$ cat config.mk
export PLATFORM = sky130hd
export DESIGN_NAME = ihs_queue
export DESIGN_NICKNAME = d
export VERILOG_FILES = /design/src/ihs_queue.sv
export SDC_FILE = /design/constraint.sdc
export NUM_CORES = 1
export LEC_CHECK = 0
export ABC_AREA = 1
export BUFFER_PORTS_ARGS = -buffer_cell sky130_fd_sc_hd__buf_2
export CAP_MARGIN = 10
export CORE_ASPECT_RATIO = 1.1
export CORE_MARGIN = 1.5
export CORE_UTILIZATION = 56
export CTS_CLUSTER_DIAMETER = 30
export DETAILED_ROUTE_END_ITERATION = 8
export GPL_ROUTABILITY_DRIVEN = 0
export PLACE_DENSITY = 0.84
export RECOVER_POWER = 50
export SLEW_MARGIN = 20
export SYNTH_ARGS = -nofsm -noshare
export SYNTH_HDL_FRONTEND = slang
export SYNTH_SLANG_ARGS = --single-unit
$ cat constraint.sdc
create_clock -name clk_i -period 8.78 [get_ports clk_i]
set_clock_uncertainty 0.1 [all_clocks]
set_input_delay 0.878 -clock clk_i [delete_from_list [all_inputs] [get_ports clk_i]]
set_output_delay 0.878 -clock clk_i [all_outputs]
set_load 0.01 [all_outputs]
$ cat src/ihs_queue.sv
// ----------------------------------------------------------------------------
// ihs_queue
// Two-entry job queue between the hash front end and the table engine.
// ----------------------------------------------------------------------------
module ihs_queue #(
  parameter int unsigned W = 44
) (
  input  logic         clk_i,
  input  logic         rst_ni,
  input  logic         push_valid_i,
  output logic         push_ready_o,
  input  logic [W-1:0] push_data_i,
  output logic         pop_valid_o,
  input  logic         pop_ready_i,
  output logic [W-1:0] pop_data_o
);

  logic [1:0][W-1:0] slot_q;
  logic              wr_ptr_q, rd_ptr_q;
  logic [1:0]        count_q;
  logic              push, pop;

  assign push_ready_o = (count_q != 2'd2);
  assign pop_valid_o  = (count_q != 2'd0);
  assign push         = push_valid_i && push_ready_o;
  assign pop          = pop_valid_o && pop_ready_i;
  assign pop_data_o   = slot_q[rd_ptr_q];

  always_ff @(posedge clk_i or negedge rst_ni) begin
    if (!rst_ni) begin
      wr_ptr_q <= 1'b0;
      rd_ptr_q <= 1'b0;
      count_q  <= 2'd0;
    end else begin
      if (push) begin
        wr_ptr_q <= ~wr_ptr_q;
      end
      if (pop) begin
        rd_ptr_q <= ~rd_ptr_q;
      end
      if (push && !pop) begin
        count_q <= count_q + 2'd1;
      end else if (pop && !push) begin
        count_q <= count_q - 2'd1;
      end
    end
  end

  always_ff @(posedge clk_i) begin
    if (push) begin
      slot_q[wr_ptr_q] <= push_data_i;
    end
  end

endmodule

==> metrics.md <==
| Metric | Value |
|---|---|
| Area Overhead vs Synth | `20.2%` |
| Sum Neg Setup Slack | `0 ns` |
| Die height | `85.7 um` |
| Final min period | `2.93 ns` |
| Worst path slowest cell | `dfrtp_2` |
| Final net count | `404` |
| HPWL after DPL | `3820 um` |
| Largest net degree at the start of global routing | `47` |
| RSZ-0062 raised after global routing | `false` |
| All-Layer GR Usage | `roughly a fifth` |
| Syn Area/Cell | `approximately 14 um2` |
| Initial drt markers | `about 110` |
| Post_cts resized | `0` |
| Clk_lat worst skew | `0.35 ns` |
| Outcome | `complete, no violations` |
| Mapped Cells | `258` |
| Critical path data arrival time | `1.95 ns` |
| Register area | `2740 um2` |
| Mapped cell area | `3480 um2` |
| Global-route wire length before repair | `9110 um` |
| WHS | `0.249 ns` |
| Area of the multi-input gates | `612 um2` |
| # rows | `29` |
| Cell mode on critical path | `nand2_1` |
| Worst Setup SP | `rd_ptr_q` |
| Hold-fix buffer count after cts | `0` |
| Worst Setup Slack, final | `5.85 ns` |
| Maximum achievable frequency | `341 MHz` |
| Core box area | `5880 um2` |
| Power Density | `341 nW/um2` |
| Final setup viols | `0` |
| Initial Utilization | `59.3%` |
| CP delay by family, top | `flip-flops` |
| I/O pins | `94` |
| Post-route cell area | `4190 um2` |
| Reg-to-Reg Start | `count_q[0]` |
| WL final | `5890 um` |
| CP Max Fanout | `46` |
| Final Hold Vio Count | `0` |
| Drt pass-1 iters | `4` |
| # fillers | `417` |
| CTS sink cnt | `92` |
| Seq/Total Area, Yosys | `between 70% and 80%` |
| Power share of the combinational group | `29.1%` |
| Least-Margin Pin Slew | `approximately 1.5 ns` |
| Worst reg2reg setup slack | `5.99 ns` |
| Fin. max-slew vios | `0` |
| Psw | `462 uW` |
| Root buffer cell | `clkbuf_8` |
| Initial antenna violation count | `0` |
| Worst slack, placed | `6.21 ns` |
| Cell count of the worst reg-to-reg path | `5` |
| Antenna diodes | `0` |
| Remaining Overflow, GRT | `0` |
| Simple-Gate Fraction of Synth Area | `between 10% and 20%` |
| Leakage | `~1.8 nW` |
| Clock tree from TritonCTS | `done` |
| Placed Area | `3980 um2` |
| Net Sw Frac | `32.4%` |
| # H-tree levels | `3` |
| Cells along the critical path | `inv_8 > nand2_1 > nand2_1 > buf_2` |
| Relative max-transition margin | `about 2.8%` |
| Yosys warns | `0` |
| Num CTS Buffers | `9` |
| Residual DRC count | `0` |
| Maxcap violations | `0` |
| Clk pwr share | `24.5%` |
| Share of cells above drive strength 1 | `26.1%` |
| Post-CTS Setup Inserts | `0` |
| Post-synthesis register bit count | `92` |
| Max Buffers Root-to-Sink | `2` |
| Largest family of logic cells by synthesized area | `simple AND/OR/NAND/NOR gates` |
| Netlist cell types | `16` |
| VDD IR max | `226 uV` |
| Compound-gate portion of the synthesized area | `0%` |
| Syn Nets | `approximately 310` |
| Worst Path Buf+Inv | `2` |
| Setup CP Type | `flop to primary output` |
| R2R Path End | `slot_q[38]` |
| Vias in the first global route | `2,083` |
| Avg WL per Cell | `between 10 and 15 um` |
| Clock slew at reported path FFs | `0.08 ns` |
| Final period utilization | `33.4%` |
| Mux cell area share after synthesis | `0%` |
| Crit-path max cell delay | `0.97 ns` |
| Critical path data required time | `7.80 ns` |
| Vias | `2,128` |
| Sequential power share | `46.4%` |
| Power Total | `1.43 mW` |
| Startpoint types | `flop` |
| Cell Int Power | `around 970 uW` |
| Xor and xnor area share after synthesis | `0.503%` |
| Worst hold path class | `primary input to asynchronous set/reset pin` |
| Port bufs | `93` |
| Die width | `78.2 um` |
| Critical Path End Type | `primary output` |
| Total die area | `6700 um2` |
| Post-Synth Adder-Cell Area | `0.359%` |
| Antenna viol nets, final | `0` |
| Vias per cell | `roughly 4.9` |
[routing by layer]
layer	global-route usage (%)	wire, um
met5	0	0
met4	8.28	84
met3	5.85	387
met2	32.1	3120
met1	21.5	2300
[cells by family (layout without fill, tap and decap cells)]
family / after synthesis / after routing
flops: 92 / 92
simple gates: 147 / 147
xor+xnor: 2 / 2
fa+ha+maj: 1 / 1
buf+inv: 16 / 118
[registers in the layout (all words and copies together), names as in the netlist]
name      flops
rd_ptr_q      1
slot_q       88
count_q       2
wr_ptr_q      1
[synth_stat cells]
cell	count	area, um2
inv_8	1	11.3
dfrtp_1	4	100
inv_2	1	3.75
buf_4	3	22.5
ha_1	1	12.5
nand2_2	11	68.8
edfxtp_1	88	2640
xor2_1	1	8.76
nand3_1	2	10.0
nand2_1	131	492
nand4_1	1	6.26
buf_8	1	15.0
inv_1	5	18.8
buf_6	5	56.3
xnor2_1	1	8.76
nor2_1	2	7.51
[power by group through the flow]
stage	registers, mW	logic (mW)	clock network (mW)
floorplan	0.637	0.318	0
global placement	0.668	0.421	0
detailed placement	0.673	0.430	0
CTS	0.663	0.432	0.358
global route	0.673	0.468	0.371
finish	0.662	0.415	0.351
[area by class of cell]
| cell class | count | share of cell area, % |
|---|---|---|
| sequential | 92 | 65.5 |
| inverter | 7 | 0.806 |
| timing repair buffer | 95 | 10.7 |
| tap | 77 | 2.30 |
| multi-input combinational | 150 | 14.6 |
| clock inverter | 5 | 2.99 |
| clock buffer | 11 | 3.14 |
[metrics by stage]
stage / instances / utilization (%)
6_report: 437 / 71.3
4_1_cts: 437 / 72.1
3_3_place_gp: 421 / 67.8
3_5_place_dp: 421 / 67.8
5_1_grt: 437 / 71.3
2_1_floorplan: 258 / -
[worst max path at each step]
stage	endpoint	cells past startpoint
after floorplan	slot_q[0]	2
after global placement	pop_data_o[27]	4
after detailed placement	pop_data_o[21]	4
after CTS	pop_data_o[21]	4
after global routing	pop_data_o[10]	4
final	pop_data_o[31]	4
[placed cells by master, fill, tap and decap left out, drive strengths merged]
master / count
clkinv: 1
xor2: 1
xnor2: 1
nand3: 2
nand2: 142
bufinv: 4
edfxtp: 88
inv: 7
buf: 68
nand4: 1
nor2: 2
dfrtp: 4
clkbuf: 38
ha: 1
(Power assumes the default switching activity.)
