[src/ihs_pkg.sv]
// ----------------------------------------------------------------------------
// ihs_pkg
// Shared types and constants for the IPv4 chained hash set.
// ----------------------------------------------------------------------------
package ihs_pkg;

  localparam int unsigned ADDR_W     = 32;
  localparam int unsigned OCT_W      = 8;
  localparam int unsigned COEF_W     = 10;
  localparam int unsigned NUM_COEF   = 4;
  localparam int unsigned PROD_W     = 18;
  localparam int unsigned SUM_W      = 20;
  localparam int unsigned DIV_CNT_W  = 5;
  localparam int unsigned CMD_W      = 2;
  localparam int unsigned CFG_IDX_W  = 3;
  localparam int unsigned CFG_DATA_W = 11;
  localparam int unsigned BCNT_W     = 11;
  localparam int unsigned STAT_W     = 3;
  localparam int unsigned CNT_W      = 32;
  localparam int unsigned MARK_W     = 4;
  localparam int unsigned SLOT_W     = 10;
  localparam logic [BCNT_W-1:0] BUCKETS_RESET = 11'd1021;
  localparam logic [COEF_W-1:0] COEF_RESET    = 10'd1;

  typedef enum logic [CMD_W-1:0] {
    CMD_INSERT = 2'd0,
    CMD_DELETE = 2'd1,
    CMD_LOOKUP = 2'd2,
    CMD_RSVD   = 2'd3
  } cmd_e;

  typedef enum logic [STAT_W-1:0] {
    ST_INSERTED  = 3'd0,
    ST_DUPLICATE = 3'd1,
    ST_FULL      = 3'd2,
    ST_DELETED   = 3'd3,
    ST_ABSENT    = 3'd4,
    ST_FOUND     = 3'd5,
    ST_NOT_FOUND = 3'd6
  } status_e;

  typedef enum logic [CFG_IDX_W-1:0] {
    CFG_BUCKETS     = 3'd0,
    CFG_COEF_FIRST  = 3'd1,
    CFG_COEF_SECOND = 3'd2,
    CFG_COEF_THIRD  = 3'd3,
    CFG_COEF_FOURTH = 3'd4
  } cfg_idx_e;

  typedef enum logic [2:0] {
    F_IDLE,
    F_MUL,
    F_SUM,
    F_DIV,
    F_PUSH
  } front_state_e;

  typedef enum logic [3:0] {
    E_CLEAR,
    E_IDLE,
    E_LEN,
    E_SRCH,
    E_CMP,
    E_ACT,
    E_SHR,
    E_SHW,
    E_SCAN,
    E_DRAIN,
    E_DONE
  } eng_state_e;

  typedef struct packed {
    logic [STAT_W-1:0] status;
    logic [CNT_W-1:0]  insert_total;
    logic [CNT_W-1:0]  delete_total;
    logic [BCNT_W-1:0] empty_buckets;
    logic [BCNT_W-1:0] single_buckets;
    logic [MARK_W-1:0] longest_chain;
    logic [SLOT_W-1:0] longest_slot;
  } result_t;

endpackage

[src/ihs_hash.sv]
// ----------------------------------------------------------------------------
// ihs_hash
// Front end: takes a command, forms the weighted octet sum and reduces it
// modulo the bucket count with a one-bit-per-cycle restoring divider.
// ----------------------------------------------------------------------------
module ihs_hash #(
  parameter int unsigned BW = 10,
  parameter int unsigned NW = 11
) (
  input  logic                                       clk_i,
  input  logic                                       rst_ni,
  input  logic                                       enable_i,
  input  logic                                       in_valid_i,
  output logic                                       in_ready_o,
  input  logic [ihs_pkg::CMD_W-1:0]                  in_cmd_i,
  input  logic [ihs_pkg::ADDR_W-1:0]                 in_addr_i,
  input  logic [NW-1:0]                              n_i,
  input  logic [ihs_pkg::NUM_COEF-1:0][ihs_pkg::COEF_W-1:0] coef_i,
  output logic                                       job_valid_o,
  input  logic                                       job_ready_i,
  output logic [ihs_pkg::CMD_W-1:0]                  job_cmd_o,
  output logic [ihs_pkg::ADDR_W-1:0]                 job_addr_o,
  output logic [BW-1:0]                              job_bucket_o
);

  ihs_pkg::front_state_e state_q, state_d;

  logic [ihs_pkg::CMD_W-1:0]                          cmd_q;
  logic [ihs_pkg::ADDR_W-1:0]                         addr_q;
  logic [ihs_pkg::NUM_COEF-1:0][ihs_pkg::PROD_W-1:0]  prod_q;
  logic [ihs_pkg::SUM_W-1:0]                          sum_q, sum_d;
  logic [NW-1:0]                                      rem_q, rem_d;
  logic [ihs_pkg::DIV_CNT_W-1:0]                      cnt_q, cnt_d;
  logic [NW:0]                                        trial;

  always_ff @(posedge clk_i or negedge rst_ni) begin
    if (!rst_ni) begin
      state_q <= ihs_pkg::F_IDLE;
    end else begin
      state_q <= state_d;
    end
  end

  always_ff @(posedge clk_i) begin
    if (in_valid_i && in_ready_o) begin
      cmd_q  <= in_cmd_i;
      addr_q <= in_addr_i;
    end
    if (state_q == ihs_pkg::F_MUL) begin
      for (int k = 0; k < ihs_pkg::NUM_COEF; k++) begin
        prod_q[k] <= ihs_pkg::PROD_W'(addr_q[k*ihs_pkg::OCT_W +: ihs_pkg::OCT_W])
                   * ihs_pkg::PROD_W'(coef_i[k]);
      end
    end
    sum_q <= sum_d;
    rem_q <= rem_d;
    cnt_q <= cnt_d;
  end

  // shift in the next dividend bit, subtract when it fits
  assign trial = {rem_q, sum_q[ihs_pkg::SUM_W-1]};

  always_comb begin
    state_d     = state_q;
    sum_d       = sum_q;
    rem_d       = rem_q;
    cnt_d       = cnt_q;
    in_ready_o  = 1'b0;
    job_valid_o = 1'b0;
    unique case (state_q)
      ihs_pkg::F_IDLE: begin
        in_ready_o = enable_i;
        if (in_valid_i && enable_i) begin
          state_d = ihs_pkg::F_MUL;
        end
      end
      ihs_pkg::F_MUL: begin
        state_d = ihs_pkg::F_SUM;
      end
      ihs_pkg::F_SUM: begin
        sum_d   = ihs_pkg::SUM_W'(prod_q[0]) + ihs_pkg::SUM_W'(prod_q[1])
                + ihs_pkg::SUM_W'(prod_q[2]) + ihs_pkg::SUM_W'(prod_q[3]);
        rem_d   = '0;
        cnt_d   = '0;
        state_d = ihs_pkg::F_DIV;
      end
      ihs_pkg::F_DIV: begin
        if (trial >= {1'b0, n_i}) begin
          rem_d = NW'(trial - {1'b0, n_i});
        end else begin
          rem_d = NW'(trial);
        end
        sum_d = {sum_q[ihs_pkg::SUM_W-2:0], 1'b0};
        cnt_d = cnt_q + 1'b1;
        if (cnt_q == ihs_pkg::DIV_CNT_W'(ihs_pkg::SUM_W - 1)) begin
          state_d = ihs_pkg::F_PUSH;
        end
      end
      ihs_pkg::F_PUSH: begin
        job_valid_o = 1'b1;
        if (job_ready_i) begin
          state_d = ihs_pkg::F_IDLE;
        end
      end
      default: state_d = ihs_pkg::F_IDLE;
    endcase
  end

  assign job_cmd_o    = cmd_q;
  assign job_addr_o   = addr_q;
  assign job_bucket_o = BW'(rem_q);

endmodule

[config.mk]
export PLATFORM = sky130hd
export DESIGN_NAME = ihs_hash
export DESIGN_NICKNAME = d
export VERILOG_FILES = /design/src/ihs_pkg.sv /design/src/ihs_hash.sv
export SDC_FILE = /design/constraint.sdc
export NUM_CORES = 1
export LEC_CHECK = 0
export BUFFER_PORTS_ARGS = -buffer_cell sky130_fd_sc_hd__buf_4
export CAP_MARGIN = 20
export CORE_ASPECT_RATIO = 1.4
export CORE_MARGIN = 1
export CORE_UTILIZATION = 31
export DETAILED_ROUTE_END_ITERATION = 7
export SYNTH_ARGS = -nofsm -noshare
export SYNTH_HDL_FRONTEND = slang
export SYNTH_SLANG_ARGS = --single-unit
[constraint.sdc]
create_clock -name clk_i -period 11.8 [get_ports clk_i]
set_input_delay 0.59 -clock clk_i [delete_from_list [all_inputs] [get_ports clk_i]]
set_output_delay 0.59 -clock clk_i [all_outputs]
set_load 0.05 [all_outputs]
==> results of run 1 <==
[logic make-up after synthesis]
group	Yosys count	share of synthesized area
adders and majority gates	412	0.394
xor gates and xnor gates	71	0.0357
AOI/OAI and AO/OA	217	0.0846
muxes	5	0.00287
buffers and inverters	308	0.0715
and+or+nand+nor	525	0.163
DFF	145	0.249
[what timing repair did]
item	4_1_cts	5_1_grt
hold buffers	1	0
hold endpoints to repair	3	0
resized for setup	0	0
[through the flow]
stage          hold slack (ns)  utilization  setup WS (ns)
2_1_floorplan            0.294            -           5.38
3_3_place_gp             0.383        0.347           7.04
3_5_place_dp             0.383        0.347           6.88
4_1_cts                  0.275        0.358           6.94
5_1_grt                  0.285        0.359           6.72
6_report                 0.300        0.359           6.97
[worst reg2reg max path: stages (launching register included)]
cell	delay [ns]
edfxtp_1	0.62
nand2_1	0.14
fa_1	0.51
fa_1	0.55
inv_1	0.05
fa_1	0.51
inv_1	0.06
fa_1	0.47
inv_1	0.04
ha_1	0.28
o21ai_1	0.17
a211oi_1	0.10
a2111o_1	0.42
a21oi_1	0.25
o21bai_1	0.10
a21oi_1	0.21
xnor2_1	0.10
[worst min-delay path by stage]
stage	from	to	slack, ns	depth (start not counted)
after global routing	in_addr_i[21]	job_addr_o[21]$_DFFE_PP_	0.28	1
after detailed placement	rst_ni	state_q[1]$_DFFE_PN0P_	0.38	1
after floorplan	rst_ni	state_q[0]$_DFFE_PN0P_	0.29	0
final	in_addr_i[3]	job_addr_o[3]$_DFFE_PP_	0.30	1
after CTS	in_addr_i[10]	job_addr_o[10]$_DFFE_PP_	0.28	1
after global placement	rst_ni	state_q[1]$_DFFE_PN0P_	0.38	1
[cell type report]
cell class	instances	area share
inverter	279	0.0527
timing repair buffer	141	0.0540
sequential	145	0.218
multi-input combinational	1230	0.598
clock inverter	15	0.00989
clock buffer	17	0.0214
tap	728	0.0458
[placed cells by master, fill, tap and decap left out, types with 4 or more instances in the layout]
| cell | Yosys | routed |
|---|---|---|
| o21ai_0 | 25 | 25 |
| buf_4 | 11 | 139 |
| inv_6 | 0 | 6 |
| edfxtp_1 | 142 | 142 |
| a211o_1 | 4 | 4 |
| o21a_1 | 7 | 7 |
| o21ai_1 | 17 | 17 |
| fa_1 | 229 | 229 |
| nor3_1 | 17 | 17 |
| nand2_1 | 112 | 112 |
| and2_1 | 266 | 265 |
| nand2b_1 | 16 | 16 |
| nand3_1 | 13 | 13 |
| ha_1 | 183 | 183 |
| a21o_1 | 33 | 33 |
| o211ai_1 | 5 | 5 |
| and3_1 | 7 | 7 |
| o31ai_1 | 7 | 6 |
| nor2b_1 | 8 | 7 |
| nor2_1 | 66 | 66 |
| inv_1 | 279 | 279 |
| a21oi_1 | 60 | 60 |
| a31oi_1 | 11 | 11 |
| xnor2_1 | 39 | 39 |
| a211oi_1 | 10 | 10 |
| xor2_1 | 32 | 32 |
| mux2i_1 | 5 | 5 |
| clkbuf_16 | 0 | 17 |
| nand4_1 | 4 | 4 |
[sequential cells by signal, summed over array words and instances, names as in the netlist]
name / count
cnt_q: 5
job_addr_o: 32
job_cmd_o: 2
prod_q: 72
rem_q: 11
state_q: 3
sum_q: 20
[per-layer routing]
layer | global-route usage | up-vias | share of wire
met5 | 0 | - | 0
met4 | 0.0655 | 0 | 0.032
met3 | 0.0145 | 67 | 0.020
met2 | 0.285 | 180 | 0.55
met1 | 0.162 | 6024 | 0.39
li1 | - | 5751 | -
==> results.ini, run 1 <==
[outcome]
status = completed

[hold_path]
hold_path.class = in -> reg

[layout]
final_cells = 2555
multi_input_area_sq_mm = 0.0119
synthToLayoutAreaGrowth_pct = 13.9
fillers = 5535
final_area_sq_mm = 0.0199
regArea_sq_mm = 0.00434
fin_nets = 2316
drive_gt1_frac = 0.106
antenna_cells = 0

[worst_setup_path]
path_cells = nand2_1, fa_1, fa_1, inv_1, fa_1, inv_1, fa_1, inv_1, ha_1, o21ai_1, a211oi_1, a2111o_1, a21oi_1, o21bai_1, a21oi_1, xnor2_1
required_ns = 12.00
cp_max_fo = 11
slowest_delay_ns = 0.62
crit_arrival_ns = 5.04
worstReg2RegStart = job_addr_o[3]$_DFFE_PP_
critical-path-top-delay-family = adder cells
reg2reg_depth = 16
crit_slowest_cell = edfxtp_1
startpoint_type = register
critPathLaunch = job_addr_o[3]$_DFFE_PP_
endpoint = prod_q[15]$_DFFE_PP_
crit_path_frequent_cell = fa_1
end_kind = register
r2r-end = prod_q[15]$_DFFE_PP_
crit_buf_inv = 3
reg2reg_slack_ns = 6.97
crit_cells = 16
criticalPathCategory = reg -> reg

[die]
die_area_sq_mm = 0.0572
placementRows = 102
core_sq_mm = 0.0554
start_util = 0.315
fp.dieW_um = 202
die_h_um = 283
io_pins = 136

[clock_network]
h-tree-depth = 4
clock_latency_ns = 0.46
cts_setup_buffers = 0
cts_buffers = 17
clkSinkCount = 145
root_buffer = clkbuf_16
clock_path_buffers = 2
cts_tree = done
cts.clk_slew.worst_paths_ns = 0.08

[synthesis]
synth_top_area_cell = fa_1
seq_area_frac_synth = 0.249
syn_area_per_cell_sq_um = 10.4
ys_warn_count = 0
ys_ff_latch = 145
netlist_area_sq_mm = 0.0174
syn-num-nets = 2185
yosys-top-cells-area = fa_1 26%, edfxtp_1 24%, ha_1 13%
synth.most_common_cell = inv_1
ys_top_cells_by_count = 279 x inv_1, 266 x and2_1, 229 x fa_1
synth_edf_count = 142
yosys.area.top_type_share = 0.263
syn_inst = 1683
synth_cell_types = 61
postSynth.asyncResetShare = 0.0207
synthFlopType = edfxtp_1

[global_routing]
grt_pass1_wl_um = 66400
grt_pass1_vias = 13200
antenna_found_initial = 0
track_usage = 0.148
grt_max_degree = 73
grt_overflow_total = 0

[detailed_routing]
drtIter0Drc = 513
viasPerCell = 4.71
wirelength_um = 39900
drc = 0
drtPass1Iterations = 5
drtAntennaViolNets = 0
vias = 12000
wl_per_cell_um = 15.6

[timing]
drv_slew = 0
fin_crit_ns = 4.83
hold_viol_final = 0
fmax_mhz = 207
timing_worst_slew_pin_value_ns = 0.989
relSlewSlack = 0.341
tns_ns = 0
rsz0062_at_grt = false
post-route-period-util = 0.410
clock_skew_ns = 0.0137
setup_viol = 0

[placement]
dp.cells = 2521
dpl_cell_area_sq_mm = 0.0192
place.gp.congestion = 0.851
port_buffers = 135
hpwl_um = 32400

[job]
drv_cap = 0

Power of run 1 is left out: the tool's default activity adds up to more than one toggle a clock period on the data nets, which glitch-free logic cannot reach.
==> run 2, diff against run 1 <==
Clock period 11.8 ns to 4.6 ns, I/O delays scaled along.
==> run 2 against run 1 <==
- sequential cell count did not move
- highest routed layer unchanged
- worst setup slack got worse by 6.8 ns
- wire length up 3.8%
- global-route usage grew 0.12 points
- fmax is 8.1% higher
- non-clock buffer count up 100
- register-to-register slack got worse by 6.8 ns
- critical path depth down 3
- hold slack worse by 0.21 ns
- final area increased by 5.2%
- die area is the same
==> results.ini, run 2 (same netlist as run 1, synthesis figures left out) <==
[outcome]
status = completed  ; unchanged

[die]
io_pins = 136  ; unchanged
fp.dieW_um = 202  ; unchanged
placementRows = 102  ; unchanged
die_h_um = 283  ; unchanged
start_util = 0.315  ; unchanged
core_sq_mm = 0.0554  ; unchanged
die_area_sq_mm = 0.0572  ; unchanged

[worst_setup_path]
end_kind = register  ; unchanged
criticalPathCategory = reg -> reg  ; unchanged
path_cells = and2_1, fa_1, fa_1, fa_1, fa_1, ha_4, a21o_1, a21o_1, a22o_1, a21o_1, o211ai_1, nand2_1, xor2_1  ; was nand2_1, fa_1, fa_1, inv_1, fa_1, inv_1, fa_1, inv_1, ha_1, o21ai_1, a211oi_1, a2111o_1, a21oi_1, o21bai_1, a21oi_1, xnor2_1
startpoint_type = register  ; unchanged
slowest_delay_ns = 0.59  ; was 0.62 ns
crit_buf_inv = 0  ; was 3
crit_cells = 13  ; was 16
critical-path-top-delay-family = adder cells  ; unchanged
crit_arrival_ns = 4.66  ; was 5.04 ns
required_ns = 4.78  ; was 12.00 ns
reg2reg_depth = 13  ; was 16
crit_slowest_cell = fa_1  ; was edfxtp_1
crit_path_frequent_cell = fa_1  ; unchanged
cp_max_fo = 7  ; was 11

[layout]
final_cells = 2657  ; was 2,555
regMostFlops = prod_q  ; unchanged
fin_nets = 2416  ; was 2,316
synthToLayoutAreaGrowth_pct = 19.8  ; was 13.9%
regArea_sq_mm = 0.00434  ; unchanged
largest_reg_flops = 72  ; unchanged
fin_util = 0.377  ; was 0.359
drive_gt1_frac = 0.158  ; was 0.106
fillers = 5514  ; was 5,535
multi_input_area_sq_mm = 0.0121  ; was 0.0119 sq mm
mostFrequentLayoutCells = 277 x inv_1, 250 x and2_1, 228 x fa_1  ; was 279 x inv_1, 265 x and2_1, 229 x fa_1
final_common_cell = inv_1  ; unchanged

[detailed_routing]
drtPass1Iterations = 5  ; unchanged
drc = 0  ; unchanged
drtIter0Drc = 485  ; was 513
wl_per_cell_um = 15.6  ; about the same
viasPerCell = 4.69  ; was 4.71
wirelength_um = 41400  ; was 39,900 um
drtAntennaViolNets = 0  ; unchanged
vias = 12500  ; was 12,000

[timing]
fin_crit_ns = 4.47  ; was 4.83 ns
clock_skew_ns = 0.0162  ; was 0.0137 ns
rsz0062_at_grt = true  ; was false
hold-worst-slack_ns = 0.0856  ; was 0.300 ns
fmax_mhz = 224  ; was 207 MHz
setup_viol = 0  ; unchanged
hold_viol_final = 0  ; unchanged
timing_worst_slew_pin_value_ns = 1.06  ; was 0.989 ns
post-route-period-util = 0.973  ; was 0.410
relSlewSlack = 0.293  ; was 0.341
drv_slew = 0  ; unchanged
tns_ns = 0  ; unchanged

[clock_network]
clkSinkCount = 145  ; unchanged
clock_path_buffers = 2  ; unchanged
h-tree-depth = 4  ; unchanged
clock_latency_ns = 0.46  ; about the same
cts.clk_slew.worst_paths_ns = 0.07  ; was 0.08 ns
root_buffer = clkbuf_16  ; unchanged
cts_buffers = 17  ; unchanged
cts_tree = done  ; unchanged

[placement]
hpwl_um = 33400  ; was 32,400 um
place.gp.congestion = 0.855  ; was 0.851
dp.cells = 2547  ; was 2,521
port_buffers = 135  ; unchanged

[global_routing]
grt_pass1_wl_um = 67000  ; was 66,400 um
grt_pass1_vias = 13300  ; was 13,200
track_usage = 0.149  ; was 0.148
grt_max_degree = 73  ; unchanged
antenna_found_initial = 2  ; was 0
grt_overflow_total = 0  ; unchanged

[hold_path]
hold_path.class = in -> reg  ; unchanged
hold_depth = 3  ; was 1

[job]
drv_cap = 0  ; unchanged

-- run 2: path summary, 6_finish.rpt --
kind	startpoint	end	slack, ns
worst max register to register	job_addr_o[29]$_DFFE_PP_	prod_q[70]$_DFFE_PP_	0.13
worst max-delay path	job_addr_o[29]$_DFFE_PP_	prod_q[70]$_DFFE_PP_	0.13
min in group asynchronous	rst_ni	state_q[1]$_DFFE_PN0P_	0.14
worst min-delay path	job_ready_i	state_q[2]$_DFFE_PN0P_	0.09
max in group asynchronous	rst_ni	state_q[0]$_DFFE_PN0P_	4.36
worst min register to register	sum_q[12]$_DFFE_PP_	sum_q[13]$_DFFE_PP_	0.53
-- run 2: layer usage --
metal | wire length [um] | share of wire | track usage | vias to the layer above
li1 | - | - | - | 5950
met1 | 15900 | 0.38 | 0.158 | 6208
met2 | 23000 | 0.55 | 0.287 | 207
met3 | 928 | 0.022 | 0.0189 | 85
met4 | 1660 | 0.040 | 0.0711 | 0
met5 | 0 | 0 | 0 | -
-- run 2: final cells by class --
| cell class | instances | share of cell area |
|---|---|---|
| Tap cell | 728 | 0.0436 |
| Clock buffer | 17 | 0.0204 |
| Clock inverter | 15 | 0.00742 |
| Sequential cell | 145 | 0.208 |
| Antenna cell | 2 | 0.000239 |
| Multi-Input combinational cell | 1230 | 0.580 |
| Timing Repair Buffer | 241 | 0.0905 |
| Inverter | 279 | 0.0501 |
-- run 2: what timing repair did --
action | in CTS | in global routing
gates resized for setup | 1 | 50
pin swaps | 0 | 30
endpoints found under the hold margin | 37 | 0
setup endpoints to repair | 3 | 17
hold buffers | 35 | 0
setup buffers | 7 | 34
-- run 2: through the flow --
step | cell area (sq um) | setup WS, ns
global route | 20900 | -0.0433
finish | 20900 | 0.126
CTS | 20400 | -0.0136
global placement | 19400 | 0.0590
detailed placement | 19400 | -0.0375
floorplan | 17500 | 0.00284
-- run 2: worst reg2reg max path, cell delays in order (launching register included) --
cell	delay (ns)
edfxtp_1	0.46
and2_1	0.22
fa_1	0.52
fa_1	0.59
fa_1	0.44
fa_1	0.55
ha_4	0.23
a21o_1	0.17
a21o_1	0.17
a22o_1	0.22
a21o_1	0.19
o211ai_1	0.18
nand2_1	0.10
xor2_1	0.17
Power of run 2 is left out for the same reason.
